### config.mk
export PLATFORM = sky130hd
export DESIGN_NAME = sync_length_crc8_frame_deframer
export DESIGN_NICKNAME = d
export VERILOG_FILES = /design/src/rtl/sld_pkg.sv /design/src/rtl/sld_crc8.sv /design/src/rtl/sld_core.sv /design/src/rtl/sync_length_crc8_frame_deframer.sv
export SDC_FILE = /design/constraint.sdc
export NUM_CORES = 1
export LEC_CHECK = 0
export BUFFER_PORTS_ARGS = -buffer_cell sky130_fd_sc_hd__buf_2
export CORE_MARGIN = 3
export CORE_UTILIZATION = 45
export DETAILED_ROUTE_END_ITERATION = 10
export SETUP_SLACK_MARGIN = 0.3
export SKIP_CTS_REPAIR_TIMING = 1
export SLEW_MARGIN = 25
export SYNTH_ARGS = -nofsm -noshare
export SYNTH_HDL_FRONTEND = slang
export SYNTH_SLANG_ARGS = --single-unit
### constraint.sdc
create_clock -name clk -period 10.38 [get_ports clk]
set_input_delay 1.038 -clock clk [delete_from_list [all_inputs] [get_ports clk]]
set_output_delay 1.038 -clock clk [all_outputs]
set_load 0.02 [all_outputs]
### src/rtl/sld_pkg.sv
// Shared types and constants for the sync/length/CRC-8 frame deframer.
`default_nettype none
package sld_pkg;

  localparam int unsigned MAX_FRAME_BYTES_DEF = 64;

  localparam logic [7:0] SYNC_BYTE_RST = 8'd200;
  localparam logic [7:0] CRC_POLY_RST  = 8'd213;
  localparam logic [7:0] MIN_LENGTH    = 8'd2;

  localparam int unsigned CFG_IDX_W  = 1;
  localparam int unsigned CFG_DATA_W = 8;

  typedef enum logic [CFG_IDX_W-1:0] {
    CFG_SYNC_BYTE = 1'b0,
    CFG_CRC_POLY  = 1'b1
  } cfg_idx_t;

  typedef enum logic [1:0] {
    PH_HUNT   = 2'd0,
    PH_LEN    = 2'd1,
    PH_GATHER = 2'd2
  } phase_t;

  typedef enum logic [1:0] {
    ST_INCOMPLETE = 2'd0,
    ST_READY      = 2'd1,
    ST_INVALID    = 2'd2
  } status_t;

  typedef struct packed {
    status_t    status;
    logic [7:0] frame_type;
    logic [7:0] payload_len;
  } result_t;

endpackage
`default_nettype wire

### src/rtl/sld_crc8.sv
// One-byte CRC-8 update, MSB first, programmable generator polynomial.
`default_nettype none
module sld_crc8 (
  input  wire logic [7:0] crc_in,
  input  wire logic [7:0] data_in,
  input  wire logic [7:0] poly,
  output logic      [7:0] crc_out
);

  always_comb begin
    logic [7:0] c;
    c = crc_in ^ data_in;
    for (int i = 0; i < 8; i++) begin
      if (c[7]) begin
        c = {c[6:0], 1'b0} ^ poly;
      end else begin
        c = {c[6:0], 1'b0};
      end
    end
    crc_out = c;
  end

endmodule
`default_nettype wire

### src/rtl/sld_core.sv
// Frame state machine: sync hunt, length check, byte count, CRC and held results.
`default_nettype none
module sld_core #(
  parameter int unsigned MAX_FRAME_BYTES = sld_pkg::MAX_FRAME_BYTES_DEF
) (
  input  wire logic             clk,
  input  wire logic             rst_n,
  input  wire logic             step_en,
  input  wire logic [7:0]       rx_byte,
  input  wire logic [7:0]       sync_byte,
  input  wire logic [7:0]       crc_poly,
  output sld_pkg::result_t      result
);
  import sld_pkg::*;

  localparam logic [8:0] MAX_TOTAL = 9'(MAX_FRAME_BYTES);

  phase_t     phase_r, phase_nxt;
  logic [7:0] bytes_seen_r, bytes_seen_nxt;
  logic [7:0] decl_len_r, decl_len_nxt;
  logic [7:0] crc_r, crc_nxt;
  logic [7:0] pend_type_r, pend_type_nxt;
  logic [7:0] held_type_r, held_type_nxt;
  logic [7:0] held_len_r, held_len_nxt;
  status_t    status;

  logic [7:0] crc_upd;
  logic [8:0] total;
  logic       len_bad;
  logic [7:0] cnt_inc;
  logic       last_byte;

  sld_crc8 u_crc (
    .crc_in  (crc_r),
    .data_in (rx_byte),
    .poly    (crc_poly),
    .crc_out (crc_upd)
  );

  assign total     = {1'b0, rx_byte} + 9'd2;
  assign len_bad   = (rx_byte < MIN_LENGTH) || (total > MAX_TOTAL);
  // count never passes the declared length, so it cannot wrap
  assign cnt_inc   = bytes_seen_r + 8'd1;
  assign last_byte = !(cnt_inc < decl_len_r);

  // next phase
  always_comb begin
    phase_nxt = phase_r;
    case (phase_r)
      PH_LEN: begin
        phase_nxt = len_bad ? PH_HUNT : PH_GATHER;
      end
      PH_GATHER: begin
        phase_nxt = last_byte ? PH_HUNT : PH_GATHER;
      end
      default: begin
        phase_nxt = (rx_byte == sync_byte) ? PH_LEN : PH_HUNT;
      end
    endcase
  end

  // datapath and status
  always_comb begin
    bytes_seen_nxt = bytes_seen_r;
    decl_len_nxt   = decl_len_r;
    crc_nxt        = crc_r;
    pend_type_nxt  = pend_type_r;
    held_type_nxt  = held_type_r;
    held_len_nxt   = held_len_r;
    status         = ST_INCOMPLETE;
    case (phase_r)
      PH_LEN: begin
        if (len_bad) begin
          bytes_seen_nxt = '0;
          decl_len_nxt   = '0;
          crc_nxt        = '0;
          pend_type_nxt  = '0;
          status         = ST_INVALID;
        end else begin
          decl_len_nxt   = rx_byte;
          bytes_seen_nxt = '0;
          crc_nxt        = '0;
        end
      end
      PH_GATHER: begin
        if (!last_byte) begin
          bytes_seen_nxt = cnt_inc;
          crc_nxt        = crc_upd;
          if (cnt_inc == 8'd1) begin
            pend_type_nxt = rx_byte;
          end
        end else begin
          held_type_nxt  = pend_type_r;
          held_len_nxt   = decl_len_r - MIN_LENGTH;
          bytes_seen_nxt = '0;
          decl_len_nxt   = '0;
          crc_nxt        = '0;
          pend_type_nxt  = '0;
          status         = (crc_r == rx_byte) ? ST_READY : ST_INVALID;
        end
      end
      default: begin
        // hunting clears the frame context on every byte
        bytes_seen_nxt = '0;
        decl_len_nxt   = '0;
        crc_nxt        = '0;
        pend_type_nxt  = '0;
      end
    endcase
  end

  always_ff @(posedge clk) begin
    if (!rst_n) begin
      phase_r      <= PH_HUNT;
      bytes_seen_r <= '0;
      decl_len_r   <= '0;
      crc_r        <= '0;
      pend_type_r  <= '0;
      held_type_r  <= '0;
      held_len_r   <= '0;
    end else if (step_en) begin
      phase_r      <= phase_nxt;
      bytes_seen_r <= bytes_seen_nxt;
      decl_len_r   <= decl_len_nxt;
      crc_r        <= crc_nxt;
      pend_type_r  <= pend_type_nxt;
      held_type_r  <= held_type_nxt;
      held_len_r   <= held_len_nxt;
    end
  end

  assign result.status      = status;
  assign result.frame_type  = held_type_nxt;
  assign result.payload_len = held_len_nxt;

endmodule
`default_nettype wire

### src/rtl/sync_length_crc8_frame_deframer.sv
// An accepted item passes the input register, then the result register that offers it.
// Throughput: one item per cycle unless out_stall is high with both registers full.
// The frame state and CRC update between the input and result registers.
// Reset (rst_n low, synchronous): empties both registers, returns to sync hunt,
// clears held type and length, and loads sync byte 200 and polynomial 213.
`default_nettype none
module sync_length_crc8_frame_deframer #(
  parameter int unsigned MAX_FRAME_BYTES = sld_pkg::MAX_FRAME_BYTES_DEF
) (
  input  wire logic                             clk,
  input  wire logic                             rst_n,
  input  wire logic                             cfg_we,
  input  wire logic [sld_pkg::CFG_IDX_W-1:0]    cfg_index,
  input  wire logic [sld_pkg::CFG_DATA_W-1:0]   cfg_wdata,
  input  wire logic                             in_valid,
  output logic                                  in_stall,
  input  wire logic [7:0]                       in_rx_byte,
  output logic                                  out_valid,
  input  wire logic                             out_stall,
  output logic [1:0]                            out_status,
  output logic [7:0]                            out_frame_type,
  output logic [7:0]                            out_payload_len
);
  import sld_pkg::*;

  logic [7:0] sync_r, poly_r;
  logic       s1_valid_r;
  logic [7:0] s1_byte_r;
  logic       out_valid_r;
  result_t    out_r;
  result_t    core_res;
  logic       adv;

  always_ff @(posedge clk) begin
    if (!rst_n) begin
      sync_r <= SYNC_BYTE_RST;
      poly_r <= CRC_POLY_RST;
    end else if (cfg_we) begin
      case (cfg_idx_t'(cfg_index))
        CFG_SYNC_BYTE: sync_r <= cfg_wdata;
        CFG_CRC_POLY:  poly_r <= cfg_wdata;
        default: ;
      endcase
    end
  end

  // the held item moves on when the result register is empty or being taken
  assign adv      = s1_valid_r && (!out_valid_r || !out_stall);
  assign in_stall = s1_valid_r && out_valid_r && out_stall;

  always_ff @(posedge clk) begin
    if (!rst_n) begin
      s1_valid_r <= 1'b0;
    end else if (!in_stall) begin
      s1_valid_r <= in_valid;
    end
  end

  always_ff @(posedge clk) begin
    if (!in_stall && in_valid) begin
      s1_byte_r <= in_rx_byte;
    end
  end

  sld_core #(
    .MAX_FRAME_BYTES (MAX_FRAME_BYTES)
  ) u_core (
    .clk       (clk),
    .rst_n     (rst_n),
    .step_en   (adv),
    .rx_byte   (s1_byte_r),
    .sync_byte (sync_r),
    .crc_poly  (poly_r),
    .result    (core_res)
  );

  always_ff @(posedge clk) begin
    if (!rst_n) begin
      out_valid_r <= 1'b0;
    end else if (adv) begin
      out_valid_r <= 1'b1;
    end else if (!out_stall) begin
      out_valid_r <= 1'b0;
    end
  end

  always_ff @(posedge clk) begin
    if (adv) begin
      out_r <= core_res;
    end
  end

  assign out_valid       = out_valid_r;
  assign out_status      = out_r.status;
  assign out_frame_type  = out_r.frame_type;
  assign out_payload_len = out_r.payload_len;

endmodule
`default_nettype wire

-- Word level (Yosys, flattened, before mapping)
Cells that the tools add are included.
W data, S select, Z words.
- word-level logic and storage cells: 86
- register bits after elaboration: 94
- multiplexer cells: 33
- order comparisons: 3
- add/subtract/negate cells: 3
- reduce and logical (&&, ||, !) cells: 13
- bitwise operators: 10
- equality and inequality tests: 9
- operator list (cell ; count):
    $mux W8 ; 21
    $xor A8 B8 Y8 ; 9
    $pmux W8 S2 ; 2
    $eq A8 B8 Y1 ; 2
    $mux W2 ; 5
    $add A8 B2 Y9 const B ; 1
    $gt A9 B7 Y1 const B ; 1
    $add A8 B1 Y8 const B ; 1
    $eq A8 B1 Y1 const B ; 1
    $lt A8 B2 Y1 const B ; 1
    $lt A8 B8 Y1 ; 1
    $pmux W2 S2 ; 2
    $sub A8 B2 Y8 const B ; 1
    $reduce_and A2 Y1 ; 3
    $logic_and A1 B1 Y1 ; 4
    $ne A2 B1 Y1 const B ; 2
    $logic_not A1 Y1 ; 3
    $mux W1 ; 3
    $ne A3 B3 Y1 const B ; 1
    $reduce_and A3 Y1 ; 1
    $eq A2 B1 Y1 const B ; 1
    $eq A2 B2 Y1 const B ; 1
    $logic_or A1 B1 Y1 ; 2
    $ne A2 B2 Y1 const B ; 1
    $not A1 Y1 ; 1

-- Depth between registers and ports, before layout
- word-level depth: 19
- depth in mapped cells: 18
- depth with buffers taken out: 15

-- Modules after synthesis
A second synthesis with hierarchy kept.
- cells, all modules: 622
- area total of the unflattened synthesis: 5874.4 µm²
- by module, submodules not included (module ; sequential area each (µm²) ; times used ; area each (µm²) ; cells an instance):
    sld_core ; 1001.0 ; 1 ; 2901.5 ; 320
    sync_length_crc8_frame_deframer ; 1141.1 ; 1 ; 1510.2 ; 105
    sld_crc8 ; 0.0 ; 1 ; 1462.7 ; 197

-- Worst setup path before layout
OpenSTA, ideal clock, no wires.
- path kind: reg2reg
- from: register s1_byte_r[7]
- to: register u_core.crc_r[6]
- stages on the path, launching flop included: 16
- path slack: 6409 ps
- data required time: 10263 ps
- clock period less this slack: 3971 ps
- setup time: 117 ps
- arrival time: 3853 ps
- cells stage by stage: edfxtp_1 buf_6 xor2_1 buf_4 o2111ai_1 o311ai_0 or3_1 a221oi_4 a311oi_1 xnor3_1 a221oi_2 or3_1 buf_4 nand3_1 xor3_1 a32o_1
- longest elaborated chain between the ends: 17
- RTL lines (element ; RTL line ; source):
    from (decl) ; sync_length_crc8_frame_deframer.sv:28 ; logic [7:0] s1_byte_r;
    from (signal assigned) ; sync_length_crc8_frame_deframer.sv:61 ; s1_byte_r <= in_rx_byte;
    $xor A8 B8 Y8 (*) ; sld_crc8.sv:12 ; c = crc_in ^ data_in;
    $mux W8 (*) (2 in a row) ; sld_crc8.sv:14 ; if (c[7]) begin
    $xor A8 B8 Y8 or $mux W8 (tied branches) ; sld_crc8.sv:15, sld_crc8.sv:14 ;
    $mux W8 (*) ; sld_crc8.sv:14 ;
    $xor A8 B8 Y8 or $mux W8 (tied branches) ; sld_crc8.sv:15, sld_crc8.sv:14 ;
    $mux W8 (*) ; sld_crc8.sv:14 ;
    $xor A8 B8 Y8 or $mux W8 (tied branches) ; sld_crc8.sv:15, sld_crc8.sv:14 ;
    $mux W8 (*) ; sld_crc8.sv:14 ;
    $xor A8 B8 Y8 or $mux W8 (tied branches) ; sld_crc8.sv:15, sld_crc8.sv:14 ;
    $mux W8 (*) ; sld_crc8.sv:14 ;
    $xor A8 B8 Y8 or $mux W8 (tied branches) ; sld_crc8.sv:15, sld_crc8.sv:14 ;
    $mux W8 (*) ; sld_crc8.sv:14 ;
    $xor A8 B8 Y8 or $mux W8 (tied branches) ; sld_crc8.sv:15, sld_crc8.sv:14 ;
    $mux W8 (*) ; sld_crc8.sv:14 ;
    $mux W8 (*) ; sld_core.sv:86 ; if (!last_byte) begin
    $mux W8 (*) ; n/a ;
    to (signal assigned) ; sld_core.sv:125 ; crc_r <= crc_nxt;
    to (decl) ; sld_core.sv:21 ; logic [7:0] crc_r, crc_nxt;
Every way passes the cells marked *; elsewhere a longest branch is shown, timed or not.
A chain may end at the register's enable or synchronous reset.

-- Worst setup path after layout
- from: register s1_byte_r[6]
- to: register u_core.crc_r[6]
- longest elaborated chain between the ends: 18
- RTL lines (element ; RTL line ; source):
    $xor A8 B8 Y8 (*) ; sld_crc8.sv:12 ;
    $xor A8 B8 Y8 ; sld_crc8.sv:15 ; c = {c[6:0], 1'b0} ^ poly;
    $mux W8 (*) (2 in a row) ; sld_crc8.sv:14 ;
    $xor A8 B8 Y8 ; sld_crc8.sv:15 ;
    $mux W8 (*) ; sld_crc8.sv:14 ;
    $xor A8 B8 Y8 ; sld_crc8.sv:15 ;
    $mux W8 (*) ; sld_crc8.sv:14 ;
    $xor A8 B8 Y8 ; sld_crc8.sv:15 ;
    $mux W8 (*) ; sld_crc8.sv:14 ;
    $xor A8 B8 Y8 ; sld_crc8.sv:15 ;
    $mux W8 (*) ; sld_crc8.sv:14 ;
    $xor A8 B8 Y8 ; sld_crc8.sv:15 ;
    $mux W8 (*) ; sld_crc8.sv:14 ;
    $xor A8 B8 Y8 ; sld_crc8.sv:15 ;
    $mux W8 (*) ; sld_crc8.sv:14 ;
    $mux W8 (*) ; sld_core.sv:86 ;
    $mux W8 (*) ; n/a ;
Marked as above.

==> impl_metrics.yaml <==
timing:
  drv_slew: 0
  worst_pin_slew_ns: 0.9167
  finalClockSkew_ns: 0.01074
  finalSetupTns_ns: 0
  final_hold_viol_count: 0
  setup_violations: 0
  min_period_ns: 4.945
  hold-worst-slack_ns: 0.4737
  setup_slack_ns: 5.435
  fmax_mhz: 202.2
  rsz0062_at_grt: "no"
  slew_headroom: 0.3836
  min_period_over_period: 0.4764
critical_path:
  crit_chain: "xor2_1 > nand2_1 > o311ai_0 > o31ai_1 > a221oi_4 > a311oi_1 > xnor3_1 > a221oi_2 > or3_1 > nand3_1 > xor3_1 > a32o_1"
  arrival_ns: 5.19
  rr_startpoint: "s1_byte_r[6]"
  cp-start-kind: "register"
  cp_slowest_stage_delay_ns: 0.74
  r2r_cells: 12
  crit_start: "s1_byte_r[6]"
  required_ns: 10.62
  path_class: "reg2reg"
  r2r_setup_slack_ns: 5.43
  crit_path_end: "u_core.crc_r[6]"
  path_buf_inv: 0
  cp.depth: 12
  r2r_end: "u_core.crc_r[6]"
  critPathCaptureType: "register"
  slowest_stage: "xor2_1"
  path_max_fanout: 13
  path_delay_family: "compound AO/OA/AOI/OAI gates"
floorplanning:
  die_h_um: 121.0
  core_region_area_sq_um: 12770
  die_area_sq_um: 14640
  initial_core_util: 0.4660
  num_rows: 41
  dieWidth_um: 121.0
  io_pins: 42
clocking:
  cts_tree: "yes"
  h-tree-depth: 3
  cts.sinks: 94
  clk_latency_ns: 0.35
  cts-root-buf: "clkbuf_16"
  cts_buffers: 9
  clockBufferDepth: 2
  path_clk_slew_ns: 0.07
layout:
  layout_commonest_cell: "nand2_1"
  synthToLayoutAreaGrowth_pct: 9.922
  final_layout_size_suffix_gt1_frac: 0.1188
  final_cell_mix: "104 x nand2_1, 68 x dfxtp_1, 50 x xnor2_1"
  antenna_cells: 0
  final_util: 0.5122
  finalNetCount: 736
  final_cell_area_sq_um: 6543
  fillers: 1195
hold_path:
  min_path_type: "reg2reg"
  whs_path_depth: 2
  min-delay-start: "u_core.crc_r[3]"
logic_synthesis:
  synth.avg_cell_area_sq_um: 8.639
  synth_edf_count: 26
  seq_area_frac_synth: 0.3599
  syn_nets: 723
  synthArstFlopShare: 0
  synth_flop_cell: "dfxtp_1"
  synthCells: 689
  synth-seq-cells: 94
  synth_cell_type_count: 65
  syn_area_sq_um: 5952
  yosys_warnings: 0
drt:
  antenna_left: 0
  num_vias: 5088
  dr.pass1.iters: 5
  dr.first_iter.drc_count: 389
  drt_wl_total_um: 15500
  drc: 0
  wl_per_cell_um: 17.63
  viasPerCell: 5.788
global_route:
  grt_pass1_vias: 4929
  grt_overflow: 0
  grt_pass1_wl_um: 25410
  grt_max_degree: 68
  antenna_found_initial: 0
  track_usage: 0.2174
place:
  port_buffers: 41
  dpl_worst_slack_ns: 5.480
  hpwl_um: 10990
  post_dp_cell_area_sq_um: 6227
  gp_congestion: 0.8902
pwr:
  power_density_nw_per_um2: 157.8
  p_leak_nw: 2.551
  vdd_drop_max_mv: 0.1137
status:
  status: "finished, final reports clean"
job:
  cap_violations: 0
## report_power, final
part / switching [mW] / leakage (nW) / internal [mW]
logic: 0.155 / 1.60 / 0.129
registers: 0.0154 / 0.805 / 0.389
clock network: 0.152 / 0.147 / 0.192
## synthesized netlist by cell type, types with 4 or more instances
| cell | number | area (sq um) |
|---|---|---|
| or3_1 | 4 | 25.02 |
| dfxtp_1 | 68 | 1361 |
| o21ai_0 | 28 | 140.1 |
| o211a_1 | 7 | 70.07 |
| nor2b_1 | 18 | 112.6 |
| xnor3_1 | 6 | 135.1 |
| mux2_2 | 9 | 101.4 |
| ha_1 | 12 | 150.1 |
| and2_1 | 8 | 50.05 |
| nor3_1 | 15 | 75.07 |
| nor2_1 | 40 | 150.1 |
| edfxtp_1 | 26 | 780.8 |
| a21oi_1 | 22 | 110.1 |
| xnor2_1 | 50 | 437.9 |
| nand2b_1 | 7 | 43.79 |
| or4_1 | 6 | 45.04 |
| nand2_1 | 104 | 390.4 |
| o211ai_1 | 6 | 45.04 |
| buf_2 | 6 | 30.03 |
| o2111ai_1 | 5 | 43.79 |
| o22ai_1 | 5 | 31.28 |
| nor3b_1 | 10 | 75.07 |
| clkbuf_1 | 30 | 112.6 |
| nand4_1 | 8 | 50.05 |
| o21a_1 | 6 | 45.04 |
| inv_1 | 20 | 75.07 |
| a211oi_1 | 5 | 37.54 |
| a22oi_1 | 13 | 97.59 |
| a21boi_0 | 20 | 150.1 |
| nor4_1 | 6 | 37.54 |
| o31ai_1 | 4 | 30.03 |
| and3_1 | 9 | 56.30 |
| buf_1 | 6 | 22.52 |
| mux2i_1 | 5 | 50.05 |
| nand3_1 | 35 | 175.2 |
| xor2_1 | 16 | 140.1 |
## layout make-up
type | instances | area [sq um] | share of cell area
clock buffers | 9 | 225.2 | 0.03442
clock inverters | 7 | 90.09 | 0.01377
inverters | 21 | 80.08 | 0.01224
multi-input cells | 528 | 3532 | 0.5399
flip-flops and latches | 94 | 2142 | 0.3274
well taps | 172 | 215.2 | 0.03289
repair buffers | 48 | 257.7 | 0.03940
## metal layers
metal	routed length [um]	share of wire	track usage
met1	7416	0.48	0.3057
met2	6856	0.44	0.3338
met3	1060	0.068	0.05082
met4	163	0.011	0.06232
met5	0	0	0
## cell families (layout without fill, tap and decap cells)
| family | count (synthesis) | count (layout) | share of synthesized area |
|---|---|---|---|
| XOR/XNOR | 76 | 76 | 0.1320 |
| adder cells (fa/ha/maj) | 12 | 12 | 0.02523 |
| AND/OR/NAND/NOR | 275 | 275 | 0.2243 |
| AO/OA/AOI/OAI | 151 | 151 | 0.1865 |
| buffers and inverters | 67 | 85 | 0.04667 |
| multiplexers | 14 | 14 | 0.02544 |
| flip-flops | 94 | 94 | 0.3599 |
## state kept, by name, summed over array words and instances, names as in the netlist
| name | cells |
|---|---|
| out_status | 2 |
| out_payload_len | 8 |
| u_core.phase_r | 2 |
| u_core.held_len_r | 8 |
| u_core.bytes_seen_r | 8 |
| u_core.crc_r | 8 |
| out_frame_type | 8 |
| sync_r | 8 |
| u_core.decl_len_r | 8 |
| u_core.pend_type_r | 8 |
| u_core.held_type_r | 8 |
| s1_byte_r | 8 |
| poly_r | 8 |
| s1_valid_r | 1 |
| out_valid | 1 |
## per-stage QoR
step,total power [mW],std cells
floorplan,0.6367,689
global placement,0.6886,863
detailed placement,0.6917,863
CTS,1.038,879
global route,1.084,879
finish,1.032,879
## worst min-delay path by stage
| stage | end |
|---|---|
| 2_1_floorplan | u_core.crc_r[3] |
| 6_report | u_core.crc_r[3] |
| 4_1_cts | u_core.crc_r[3] |
| 3_5_place_dp | u_core.crc_r[3] |
| 3_3_place_gp | u_core.crc_r[3] |
| 5_1_grt | u_core.decl_len_r[6] |
## tightest hold or removal path, delay by kind of cell, from the launching register on
family,cells,cell delay [ns]
AND/OR/NAND/NOR,1,0.05
flip-flops,1,0.32
AO/OA/AOI/OAI,1,0.06
Note: power is estimated with default switching activity, not from simulation.
